<file path="src/hdl/swaf_pkg.sv">
// Shared types and constants for the sliding window average and median filter.
`timescale 1ns / 1ps
`default_nettype none

package swaf_pkg;

  localparam int DATA_W = 16;

  localparam logic MODE_AVERAGE = 1'b0;
  localparam logic MODE_MEDIAN  = 1'b1;

  // Handshake controls from the top level to the window stage.
  typedef struct packed {
    logic accept;
    logic advance;
  } win_ctrl_t;

  // Window stage status toward the top level.
  typedef struct packed {
    logic pending;
    logic full;
  } win_status_t;

endpackage

`default_nettype wire

</file>
<file path="src/hdl/swaf_window.sv">
// Window store, write position, running sum and fill flag of the filter.
`timescale 1ns / 1ps
`default_nettype none

module swaf_window #(
  parameter int WINDOW = 3
) (
  input  wire logic                                       clk,
  input  wire logic                                       rst,
  input  wire swaf_pkg::win_ctrl_t                        ctrl,
  input  wire logic [swaf_pkg::DATA_W-1:0]                sample,
  output      logic [WINDOW-1:0][swaf_pkg::DATA_W-1:0]    samples,
  output      logic [swaf_pkg::DATA_W+$clog2(WINDOW)-1:0] sum_total,
  output      swaf_pkg::win_status_t                      status
);

  localparam int SUM_W = swaf_pkg::DATA_W + $clog2(WINDOW);
  localparam int POS_W = (WINDOW > 1) ? $clog2(WINDOW) : 1;
  localparam logic [POS_W-1:0] LAST_POS = POS_W'(WINDOW - 1);

  logic [POS_W-1:0] position;
  logic [POS_W-1:0] position_next;
  logic [SUM_W-1:0] sum_total_next;
  logic [SUM_W:0]   sum_wide;
  logic             pending_next;

  always_comb begin
    position_next = (position == LAST_POS) ? '0 : position + POS_W'(1);
    // Swap the overwritten slot out of the running total.
    sum_wide = {1'b0, sum_total} + (SUM_W + 1)'(sample)
             - (SUM_W + 1)'(samples[position]);
    sum_total_next = sum_wide[SUM_W-1:0];
    priority if (ctrl.accept) begin
      pending_next = 1'b1;
    end else if (ctrl.advance) begin
      pending_next = 1'b0;
    end else begin
      pending_next = status.pending;
    end
  end

  always_ff @(posedge clk) begin
    if (rst) begin
      samples        <= '0;
      position       <= '0;
      sum_total      <= '0;
      status.pending <= 1'b0;
      status.full    <= 1'b0;
    end else begin
      status.pending <= pending_next;
      if (ctrl.accept) begin
        samples[position] <= sample;
        position          <= position_next;
        sum_total         <= sum_total_next;
        if (position == LAST_POS) begin
          status.full <= 1'b1;
        end
      end
    end
  end

endmodule

`default_nettype wire

</file>
<file path="src/hdl/swaf_average.sv">
// Truncated window mean by reciprocal multiplication, zero before the window fills.
`timescale 1ns / 1ps
`default_nettype none

module swaf_average #(
  parameter int WINDOW = 3
) (
  input  wire logic [swaf_pkg::DATA_W+$clog2(WINDOW)-1:0] sum_total,
  input  wire logic                                       full,
  output      logic [swaf_pkg::DATA_W-1:0]                average
);

  localparam int SUM_W   = swaf_pkg::DATA_W + $clog2(WINDOW);
  localparam int SHIFT   = SUM_W + $clog2(WINDOW);
  localparam int RECIP_W = SHIFT + 1;
  // ceil(2^SHIFT / WINDOW) makes the floor exact for every sum below 2^SUM_W.
  localparam longint unsigned RECIP =
    ((64'd1 << SHIFT) + 64'(WINDOW) - 64'd1) / 64'(WINDOW);
  localparam logic [RECIP_W-1:0] RECIP_V = RECIP[RECIP_W-1:0];

  logic [SUM_W+RECIP_W-1:0] product;

  always_comb begin
    product = (SUM_W + RECIP_W)'(sum_total) * (SUM_W + RECIP_W)'(RECIP_V);
    average = full ? product[SHIFT +: swaf_pkg::DATA_W] : '0;
  end

endmodule

`default_nettype wire

</file>
<file path="src/hdl/swaf_median.sv">
// Rank-based selection of the middle element of the window in descending order.
`timescale 1ns / 1ps
`default_nettype none

module swaf_median #(
  parameter int WINDOW = 3
) (
  input  wire logic [WINDOW-1:0][swaf_pkg::DATA_W-1:0] samples,
  output      logic [swaf_pkg::DATA_W-1:0]             median
);

  localparam int MID = WINDOW / 2;

  always_comb begin
    logic [WINDOW-1:0][WINDOW-1:0] beats;
    // Rank = count of entries ahead in descending order; ties break by slot.
    for (int i = 0; i < WINDOW; i++) begin
      for (int j = 0; j < WINDOW; j++) begin
        beats[i][j] = (samples[j] > samples[i]) ||
                      ((j < i) && (samples[j] == samples[i]));
      end
    end
    median = '0;
    for (int i = 0; i < WINDOW; i++) begin
      if ($countones(beats[i]) == MID) begin
        median = median | samples[i];
      end
    end
  end

endmodule

`default_nettype wire

</file>
<file path="src/hdl/sliding_window_avg_median_filter_unit.sv">
// Flow: an accepted request is written into the window register, then into the result register once it advances.
// Throughput: one request per cycle; the window register and result register form
//   a two-stage pipeline, stalled only when the result register is held.
// Reset (rst, synchronous): window slots, running sum, position and fill flag clear,
//   filter_mode returns to average, no result is valid.
`timescale 1ns / 1ps
`default_nettype none

module sliding_window_avg_median_filter_unit #(
  parameter int WINDOW = 3
) (
  input  wire logic                          clk,
  input  wire logic                          rst,
  input  wire logic                          cfg_write,
  input  wire logic                          cfg_data,
  input  wire logic                          in_valid,
  output      logic                          in_stall,
  input  wire logic [swaf_pkg::DATA_W-1:0]   sample,
  output      logic                          out_valid,
  input  wire logic                          out_stall,
  output      logic [swaf_pkg::DATA_W-1:0]   filtered
);

  localparam int SUM_W = swaf_pkg::DATA_W + $clog2(WINDOW);

  logic                                     filter_mode;
  swaf_pkg::win_ctrl_t                      ctrl;
  swaf_pkg::win_status_t                    status;
  logic [WINDOW-1:0][swaf_pkg::DATA_W-1:0]  samples;
  logic [SUM_W-1:0]                         sum_total;
  logic [swaf_pkg::DATA_W-1:0]              average;
  logic [swaf_pkg::DATA_W-1:0]              median;
  logic [swaf_pkg::DATA_W-1:0]              filtered_next;

  always_comb begin
    ctrl.advance = !out_valid || !out_stall;
    in_stall     = status.pending && !ctrl.advance;
    ctrl.accept  = in_valid && !in_stall;
    unique case (filter_mode)
      swaf_pkg::MODE_MEDIAN:  filtered_next = median;
      swaf_pkg::MODE_AVERAGE: filtered_next = average;
      default:                filtered_next = average;
    endcase
  end

  swaf_window #(.WINDOW(WINDOW)) u_window (
    .clk       (clk),
    .rst       (rst),
    .ctrl      (ctrl),
    .sample    (sample),
    .samples   (samples),
    .sum_total (sum_total),
    .status    (status)
  );

  swaf_average #(.WINDOW(WINDOW)) u_average (
    .sum_total (sum_total),
    .full      (status.full),
    .average   (average)
  );

  swaf_median #(.WINDOW(WINDOW)) u_median (
    .samples (samples),
    .median  (median)
  );

  always_ff @(posedge clk) begin
    if (rst) begin
      filter_mode <= swaf_pkg::MODE_AVERAGE;
      out_valid   <= 1'b0;
    end else begin
      if (cfg_write) begin
        filter_mode <= cfg_data;
      end
      if (ctrl.advance) begin
        out_valid <= status.pending;
      end
    end
  end

  // Hold the result while the downstream side stalls.
  always_ff @(posedge clk) begin
    if (ctrl.advance) begin
      filtered <= filtered_next;
    end
  end

  assert property (@(posedge clk) disable iff (rst)
    in_stall |-> (out_valid && out_stall))
    else $error("input stalled without a held result");

  assert property (@(posedge clk) disable iff (rst)
    (status.pending && ctrl.advance) |=> out_valid)
    else $error("pending request did not reach the result register");

  assert property (@(posedge clk) disable iff (rst)
    status.full |=> status.full)
    else $error("window fill flag dropped");

  assert property (@(posedge clk) disable iff (rst)
    (out_valid && out_stall) |=> (out_valid && $stable(filtered)))
    else $error("held result changed");

endmodule

`default_nettype wire
</file>
<file path="config.mk">
export PLATFORM = sky130hd
export DESIGN_NAME = sliding_window_avg_median_filter_unit
export DESIGN_NICKNAME = d
export VERILOG_FILES = /design/src/hdl/swaf_pkg.sv /design/src/hdl/swaf_window.sv /design/src/hdl/swaf_average.sv /design/src/hdl/swaf_median.sv /design/src/hdl/sliding_window_avg_median_filter_unit.sv
export SDC_FILE = /design/constraint.sdc
export NUM_CORES = 1
export LEC_CHECK = 0
export BUFFER_PORTS_ARGS = -buffer_cell sky130_fd_sc_hd__buf_4
export CAP_MARGIN = 20
export CORE_MARGIN = 2
export CORE_UTILIZATION = 65
export DETAILED_ROUTE_END_ITERATION = 16
export MAX_ROUTING_LAYER = met4
export PLACE_DENSITY = 0.86
export SLEW_MARGIN = 20
export SYNTH_ARGS = -nofsm -noshare
export SYNTH_HDL_FRONTEND = slang
export SYNTH_HIERARCHICAL = 1
export SYNTH_SLANG_ARGS = --single-unit
</file>
<file path="constraint.sdc">
create_clock -name clk -period 7.8 [get_ports clk]
set_input_delay 1.17 -clock clk [delete_from_list [all_inputs] [get_ports clk]]
set_output_delay 1.17 -clock clk [all_outputs]
set_load 0.05 [all_outputs]
</file>
# After elaboration in Yosys (flattened, before gate mapping)
# Cells that the tools add are included.
# totals
reg_bits	88
inputBits	22
out_inout_bits	18
wordCells	67
# op_classes
n_addsub	9
multipliers	1
n_lt_le_gt_ge	11
n_eq_ne	7
muxes	13
bitwise	3
reduce_logical	13
# ops
cell	count
> comparator 16 bit	9
two-way mux 16 bit	6
adder 32 x 1 -> 32 bit	2
== test 32 x 2 -> 1 bit (second input constant)	2
bitwise mux 48 bit	1
== test 16 bit	3
multiplier 18 x 18 -> 35 bit (second input constant)	1
binary-select mux 16 bit (select 2 bit)	1
demux 16 bit (select 2 bit)	1
OR 16 bit	2
one-hot mux 16 bit (2 select lines)	1
adder 18 x 16 -> 18 bit	1
subtractor 18 x 16 -> 18 bit	1
adder 1 x 1 -> 2 bit	3
logical NOT 1 bit	4
logical OR 1 bit	4
adder 2 x 1 -> 3 bit	1
== test 3 x 1 -> 1 bit (second input constant)	1
logical AND 1 bit	3
< comparator 2 x 3 -> 1 bit (second input constant)	1
adder 2 x 1 -> 2 bit (second input constant)	1
== test 2 bit (second input constant)	1
>= comparator 2 x 1 -> 1 bit (second input constant)	1
two-way mux 1 bit	2
other kinds (4)	4

# Longest topological paths before layout
# Gate-level depths: netlist (run 1).
# depth
ltp_word	10
ltp_mapped	19
mapped_depth_nobuf	19

# Cells and area by module
# Netlist (run 1), hierarchy kept.
# by_module_without_submodules
mod	instances	cells_each	area_per_inst_um2	seq_area_each_um2
swaf_average	1	729	6383.6	0.0
swaf_window	1	563	4311.6	1401.3
swaf_median	1	218	1712.9	0.0
sliding_window_avg_median_filter_unit	1	43	804.5	520.5

# Worst setup path before layout (run 1)
# Ideal clock, no wire load.
# synth_timing
path_type	flip-flop to flip-flop
start	register u_window/sum_total[7] in the netlist's numbering
end	register filtered[12] in the netlist's numbering (data pin)
setup_ps	260
arrival_time_ps	5253
t_required_ps	7540
slack_ps	2287
stages_incl_launch_ff	19
path_buffers	0
synth_period_minus_slack_ps	5513
path_cell_list	dfxtp_1 > ha_1 > fa_1 > inv_1 > fa_1 > fa_1 > inv_1 > fa_1 > inv_1 > fa_1 > inv_1 > ha_1 > a21o_1 > o21bai_1 > nor2_1 > a211oi_1 > a211oi_1 > a211o_1 > mux2_4
# synth_via
elab_chain_len	3
# synth_lines
element	line	text
from (decl)	swaf_window.sv:13	output logic [swaf_pkg::DATA_W+$clog2(WINDOW)-1:0] sum_total,
from (signal assigned)	swaf_window.sv:54	sum_total <= sum_total_next;
multiplier 18 x 18 -> 35 bit	swaf_average.sv:24	product = (SUM_W + RECIP_W)'(sum_total) * (SUM_W + RECIP_W)'(RECIP_V);
two-way mux 16 bit	swaf_average.sv:25	average = full ? product[SHIFT +: swaf_pkg::DATA_W] : '0;
net average (one bit)	sliding_window_avg_median_filter_unit.sv:31	logic [swaf_pkg::DATA_W-1:0] average;
one-hot mux 16 bit (2 select lines)	sliding_window_avg_median_filter_unit.sv:39	unique case (filter_mode)
net filtered_next (one bit)	sliding_window_avg_median_filter_unit.sv:33	logic [swaf_pkg::DATA_W-1:0] filtered_next;
to (signal assigned)	sliding_window_avg_median_filter_unit.sv:84	filtered <= filtered_next;
to (decl)	sliding_window_avg_median_filter_unit.sv:21	output logic [swaf_pkg::DATA_W-1:0] filtered
# The timed path passes the listed nets, and every way through them passes these cells.
# A chain may end at the register's enable or synchronous reset.

# Final worst setup path (run 1)
# layout_timing
start	register u_window/sum_total[5] in the netlist's numbering
end	register filtered[12] in the netlist's numbering (data pin)
# The elaborated chain is that of the path after synthesis.

==> reports/qor.csv, run 1 <==
stage;metric;value;unit
placed_design;gp_congestion;1.03;
logic_synthesis;netlist.top_cell.by_area;ha_1;
timing;tns;0;ps
grt;gr-total-overflow;0;
grt;antenna_found_initial;1;
setup_path;cp_max_fo;8;
drt;drc_errors;0;
die;start_util;65.7;%
logic_synthesis;syn-num-nets;1919;
clock_tree;cts_tree;yes;
setup_path;r2r_end;filtered[12];
logic_synthesis;synth_top_family_by_area;adder cells;
setup_path;crit_path_max_incr_delay;590;ps
timing;slew_headroom;25.9;%
setup_path;cp-end-kind;register;
setup_path;critPathTopFamily;adder cells;
worst_hold_path;hold_path_class;register to register;
setup_path;r2r_start;u_window/sum_total[5];
timing;fin_crit;6150;ps
grt;grt_pass1_vias;11400;
drt;wire_per_inst;19.7;um
cells_and_area;nFillCells;1550;
setup_path;crit_chain;ha_1 -> fa_1 -> inv_1 -> fa_1 -> inv_1 -> fa_1 -> inv_1 -> fa_1 -> fa_1 -> inv_1 -> ha_1 -> a21oi_1 -> o21bai_1 -> nor2_1 -> a211oi_1 -> a211oi_1 -> a211o_1 -> mux2_4;
grt;grtUsageTotal;35.5;%
timing;tightest_slew;1110;ps
grt;grt_pass1_wl;58.0;mm
clock_tree;insertion_delay;370;ps
setup_path;cp.arrival;6270;ps
logic_synthesis;ys_seq_area_share;14.5;%
setup_path;reg2reg_depth;18;
logic_synthesis;synth_flop_cell;dfxtp_1;
logic_synthesis;yosys_register_bits;88;
drt;ant_nets;0;
setup_path;slowest_stage;dfxtp_1;
die;die_w;147;um
drt;finalWirelength;36.3;mm
clock_tree;hold_buffers;0;
logic_synthesis;synth-simple-area-share;13.4;%
worst_hold_path;hold-path-cell-count;2;
clock_tree;cts_buffers;9;
grt;grt_max_degree;83;
run_status;outcome;completed;
logic_synthesis;synthAdderAreaFrac;39.6;%
timing;clock_skew;23.0;ps
logic_synthesis;async_flop_share;0;%
die;core;20100;um^2
logic_synthesis;synth_warnings;6;
timing;fin_crit_sh;78.8;%
setup_path;crit_required;7920;ps
logic_synthesis;synth_area_per_cell;8.51;um^2
logic_synthesis;syn-instance-count;1553;
setup_path;startpoint_type;register;
placed_design;hpwl;29.1;mm
clock_tree;cts.sinks;88;
clock_tree;cts_resized;0;
drt;vias_per_cell;5.99;
setup_path;crit_path_frequent_cell;fa_1;
cells_and_area;finalNetCount;1932;
timing;final-setup-viol-count;0;
setup_path;crit_type;register to register;
setup_path;crit_buf_inv;4;
placed_design;portBuffers;39;
timing;clock.fmax;163;MHz
logic_synthesis;synth_xor_area_share;1.52;%
logic_synthesis;yosysTopAreaCellShare;20.9;%
clock_tree;cts_root_buffer;clkbuf_16;
logic_synthesis;synth_compound_area_share;15.0;%
logic_synthesis;synth-edff-count;16;
cells_and_area;drive_above_1_share;8.59;%
run;maxCapViolations;0;
logic_synthesis;synth_area_leaders;ha_1, fa_1, dfxtp_1;
clock_tree;post_cts_buffers;0;
drt;dr_total_vias;11000;
drt;dr.pass1.iters;7;
clock_tree;clockBufferDepth;2;
drt;drtIter0Drc;929;
timing;slew_violations;0;
setup_path;regToRegSetupSlack;1650;ps
logic_synthesis;synth_area;13200;um^2
die;die_area;21500;um^2
logic_synthesis;yosysUniqueCellTypes;89;
worst_hold_path;hold_start;u_window/samples[0];
logic_synthesis;synthMuxAreaShare;4.31;%
die;rows;52;
cells_and_area;areaGrowthSynthToFinish;5.89;%
clock_tree;path_clk_slew;80;ps
die;die_y;147;um
worst_hold_path;worst_hold_path.endpoint;u_window/samples[0];
die;ioPinCount;40;
clock_tree;cts_max_level;3;
timing;rsz0062_at_grt;false;
timing;finalHoldViolations;0;
cells by family after synthesis:
| kind of cell | Yosys count |
|---|---|
| buffers and inverters | 397 |
| muxes | 51 |
| and+or+nand+nor | 358 |
| AOI/OAI and AO/OA | 296 |
| adders and majority gates | 344 |
| DFF | 88 |
| xor gates and xnor gates | 19 |
state kept, by name, indices dropped and copies added (netlist names):
| register | count |
|---|---|
| u_window/samples | 48 |
| u_window/sum_total | 18 |
| filtered | 16 |
| u_window/position | 2 |
| u_window/status | 2 |
| filter_mode | 1 |
| out_valid | 1 |
cell usage after synthesis, types with 9 or more instances:
cell type  count
o211ai_1       9
fa_1         123
o21ai_0       40
nor3_1        20
and3_1        14
clkbuf_1      29
o21ai_1        9
mux2_4        10
o21ai_2       10
a21o_1        17
inv_1        352
a21oi_1      115
dfxtp_1       72
o21a_1         9
ha_1         221
edfxtp_1      16
nand3_1       32
nand2_1      171
nand2b_1      12
nor2_1        43
nand4_1       17
a22oi_2       10
mux2i_1       34
xnor2_1       12
per-layer routing:
layer | GRT usage [%] | vias up | part of all wire [%]
met2 | 58.0 | 433 | 48
li1 | - | 5180 | -
met5 | - | - | 0
met1 | 44.3 | 5301 | 42
met3 | 4.44 | 111 | 5.8
met4 | 15.7 | 0 | 4.3
worst reg2reg max path: stages (launching register included):
cell	delay, ps
dfxtp_1	590
ha_1	380
fa_1	550
inv_1	60
fa_1	500
inv_1	60
fa_1	540
inv_1	60
fa_1	520
fa_1	560
inv_1	40
ha_1	410
a21oi_1	110
o21bai_1	210
nor2_1	120
a211oi_1	520
a211oi_1	140
a211o_1	290
mux2_4	260
worst max path at each step:
stage,start,endpoint,slack [ps],cells after the start
after floorplan,u_window/sum_total[7],filtered[12],2290,18
after global placement,u_window/sum_total[5],filtered[12],1930,18
after detailed placement,u_window/sum_total[5],filtered[12],1700,18
after CTS,u_window/sum_total[5],filtered[12],1710,18
after global routing,u_window/sum_total[5],filtered[12],1440,18
final,u_window/sum_total[5],filtered[12],1650,18
stage by stage:
step / hold WS [ps] / instance area (um^2) / util, % / setup WS [ps] / instances
finish: 483 / 14000 / 69.6 / 1650 / 1842
global route: 503 / 14000 / 69.6 / 1440 / 1842
CTS: 481 / 14000 / 69.5 / 1710 / 1841
detailed placement: 471 / 13700 / 68.1 / 1700 / 1825
global placement: 469 / 13700 / 68.1 / 1930 / 1825
floorplan: 449 / 13200 / - / 2290 / 1553
final cells by class:
| type | instances | area (um^2) | share of cell area (%) |
|---|---|---|---|
| clock inverters | 7 | 70.1 | 0.501 |
| multi-input cells | 1068 | 9770 | 69.8 |
| diodes | 1 | 2.50 | 0.0179 |
| well taps | 270 | 338 | 2.41 |
| flip-flops and latches | 88 | 1920 | 13.7 |
| repair buffers | 45 | 338 | 2.41 |
| inverters | 354 | 1330 | 9.50 |
| clock buffers | 9 | 225 | 1.61 |
layout by cell type (no fill, tap or decap), types with 9 or more instances in the layout:
| cell type | Yosys | final |
|---|---|---|
| nand2b_1 | 12 | 12 |
| a22oi_2 | 10 | 10 |
| nor2_1 | 43 | 42 |
| nand4_1 | 17 | 17 |
| o21a_1 | 9 | 9 |
| xnor2_1 | 12 | 12 |
| nand3_1 | 32 | 32 |
| mux2i_1 | 34 | 34 |
| mux2_4 | 10 | 10 |
| o21ai_1 | 9 | 9 |
| inv_1 | 352 | 352 |
| a21o_1 | 17 | 17 |
| nor3_1 | 20 | 20 |
| a21oi_1 | 115 | 115 |
| clkbuf_16 | 0 | 9 |
| buf_4 | 0 | 45 |
| o211ai_1 | 9 | 9 |
| o21ai_0 | 40 | 40 |
| fa_1 | 123 | 123 |
| edfxtp_1 | 16 | 16 |
| dfxtp_1 | 72 | 72 |
| o21ai_2 | 10 | 10 |
| ha_1 | 221 | 221 |
| and3_1 | 14 | 14 |
| nand2_1 | 171 | 171 |
Power of run 1 is not shown: default switching activity piles up to over one toggle a cycle in this logic, so the estimate is an artifact.
==> run 2, diff against run 1 <==
==> constraint.sdc (replaced) <==
create_clock -name clk -period 6.5 [get_ports clk]
set_input_delay 0.975 -clock clk [delete_from_list [all_inputs] [get_ports clk]]
set_output_delay 0.975 -clock clk [all_outputs]
set_load 0.05 [all_outputs]
==> reports/qor.csv, run 2 (synthesis gave the netlist of run 1 again) <==
stage;metric;value;unit;change
worst_hold_path;hold_path_class;register to register;;
die;start_util;65.7;%;unchanged
clock_tree;cts_root_buffer;clkbuf_16;;
cells_and_area;largest_reg_flops;48;;unchanged
clock_tree;cts.sinks;88;;unchanged
clock_tree;insertion_delay;360;ps;about the same
setup_path;crit_path_frequent_cell;fa_1;;
grt;antenna_found_initial;0;;-1
timing;tightest_slew;1140;ps;+30.0 ps
setup_path;crit_type;register to register;;
grt;gr-total-overflow;0;;unchanged
clock_tree;cts_tree;yes;;
grt;grtUsageTotal;35.2;%;-0.25 points
grt;grt_pass1_vias;11200;;-1.7%
setup_path;cp.arrival;6100;ps;-170 ps
drt;drc_errors;0;;unchanged
clock_tree;clockBufferDepth;2;;unchanged
die;rows;52;;unchanged
cells_and_area;regMostFlops;u_window/samples;;
die;die_area;21500;um^2;unchanged
cells_and_area;reg_top3;u_window/samples (48), u_window/sum_total (18), filtered (16);;
drt;drtIter0Drc;993;;+6.9%
clock_tree;cts_max_level;3;;unchanged
timing;tns;0;ps;unchanged
die;die_y;147;um;unchanged
placed_design;hpwl;29.1;mm;+0.27%
drt;vias_per_cell;5.97;;-0.22%
setup_path;regToRegSetupSlack;520;ps;-1130 ps
timing;clock.fmax;167;MHz;+2.8%
timing;slew_violations;0;;unchanged
run;maxCapViolations;0;;unchanged
cells_and_area;final_cell_mix;inv_1, ha_1, nand2_1, fa_1, a21oi_1;;
setup_path;crit_path_max_incr_delay;560;ps;-30 ps
drt;finalWirelength;35.8;mm;-1.4%
setup_path;crit_required;6620;ps;-1300 ps
cells_and_area;nFillCells;1600;;+3.2%
setup_path;slowest_stage;fa_1;;
clock_tree;cts_buffers;9;;unchanged
die;ioPinCount;40;;unchanged
timing;fin_crit_sh;92.1;%;+13 points
setup_path;crit_chain;ha_1 -> fa_1 -> inv_1 -> fa_1 -> fa_1 -> inv_1 -> fa_1 -> inv_1 -> fa_1 -> inv_1 -> ha_1 -> a21o_1 -> o21bai_1 -> nor2_1 -> a211oi_1 -> a211oi_1 -> a211o_1 -> mux2_4;;
timing;slew_headroom;23.9;%;-2.0 points
drt;ant_nets;0;;unchanged
setup_path;cp_max_fo;8;;unchanged
clock_tree;cts_resized;0;;unchanged
drt;wire_per_inst;19.4;um;-1.5%
cells_and_area;areaGrowthSynthToFinish;5.98;%;about the same
setup_path;crit_buf_inv;4;;unchanged
timing;fin_crit;5980;ps;-166 ps
clock_tree;hold_buffers;0;;unchanged
cells_and_area;final_common_cell;inv_1;;
setup_path;cp-end-kind;register;;
drt;dr.pass1.iters;5;;-2
setup_path;startpoint_type;register;;
run_status;outcome;completed;;
placed_design;portBuffers;39;;unchanged
placed_design;gp_congestion;1.00;;-2.4%
timing;rsz0062_at_grt;false;;
drt;dr_total_vias;11000;;-0.11%
clock_tree;post_cts_buffers;0;;unchanged
timing;hold_slack;484;ps;+1.04 ps
grt;grt_pass1_wl;57.6;mm;-0.62%
timing;finalHoldViolations;0;;unchanged
cells_and_area;diodes;0;;-1
setup_path;critPathTopFamily;adder cells;;
timing;final-setup-viol-count;0;;unchanged
timing;clock_skew;16.2;ps;-6.77 ps
cells_and_area;drive_above_1_share;8.77;%;+0.17 points
grt;grt_max_degree;83;;unchanged
cells_and_area;finalNetCount;1935;;+0.16%
clock_tree;path_clk_slew;80;ps;about the same
die;core;20100;um^2;unchanged
die;die_w;147;um;unchanged
run 2: cell count changes in the layout (fill, tap and decap cells not counted):
cell,change
buf_4,+2
buf_6,+1
diode_2,-1
xnor2_2,+1
xnor2_4,-1
run 2: final cells by class:
cell class | count | area [um^2] | area share (%)
sequential | 88 | 1920 | 13.7
clock inverter | 7 | 70.1 | 0.500
clock buffer | 9 | 225 | 1.61
multi-input combinational | 1068 | 9760 | 69.7
inverter | 354 | 1330 | 9.49
tap | 270 | 338 | 2.41
timing repair buffer | 48 | 364 | 2.60
run 2: worst paths after layout:
check                              from                 end  cells past startpoint
setup / recovery  u_window/sum_total[7]        filtered[12]                     18
hold / removal       u_window/status[1]  u_window/status[1]                      2
setup reg to reg  u_window/sum_total[7]        filtered[12]                     18
hold reg to reg      u_window/status[1]  u_window/status[1]                      2
run 2: tightest hold or removal path, cell delays in order (launching register included):
cell and delay [ps]:
dfxtp_1 320, nand2b_1 70, a21oi_1 60
run 2: routing by layer:
layer	vias up	part of all wire, %	GRT usage [%]
li1	5192	-	-
met1	5317	42	44.6
met2	412	48	58.6
met3	92	5.9	3.19
met4	0	4.0	14.1
met5	-	0	-
run 2: per-stage QoR:
step,setup slack (ps),instance area [um^2],util [%],std cells
finish,516,14000,69.7,1844
global route,197,14000,69.7,1844
CTS,523,14000,69.6,1843
detailed placement,508,13700,68.1,1827
global placement,675,13700,68.1,1827
floorplan,987,13200,-,1553
Power of run 2 is left out for the same reason.
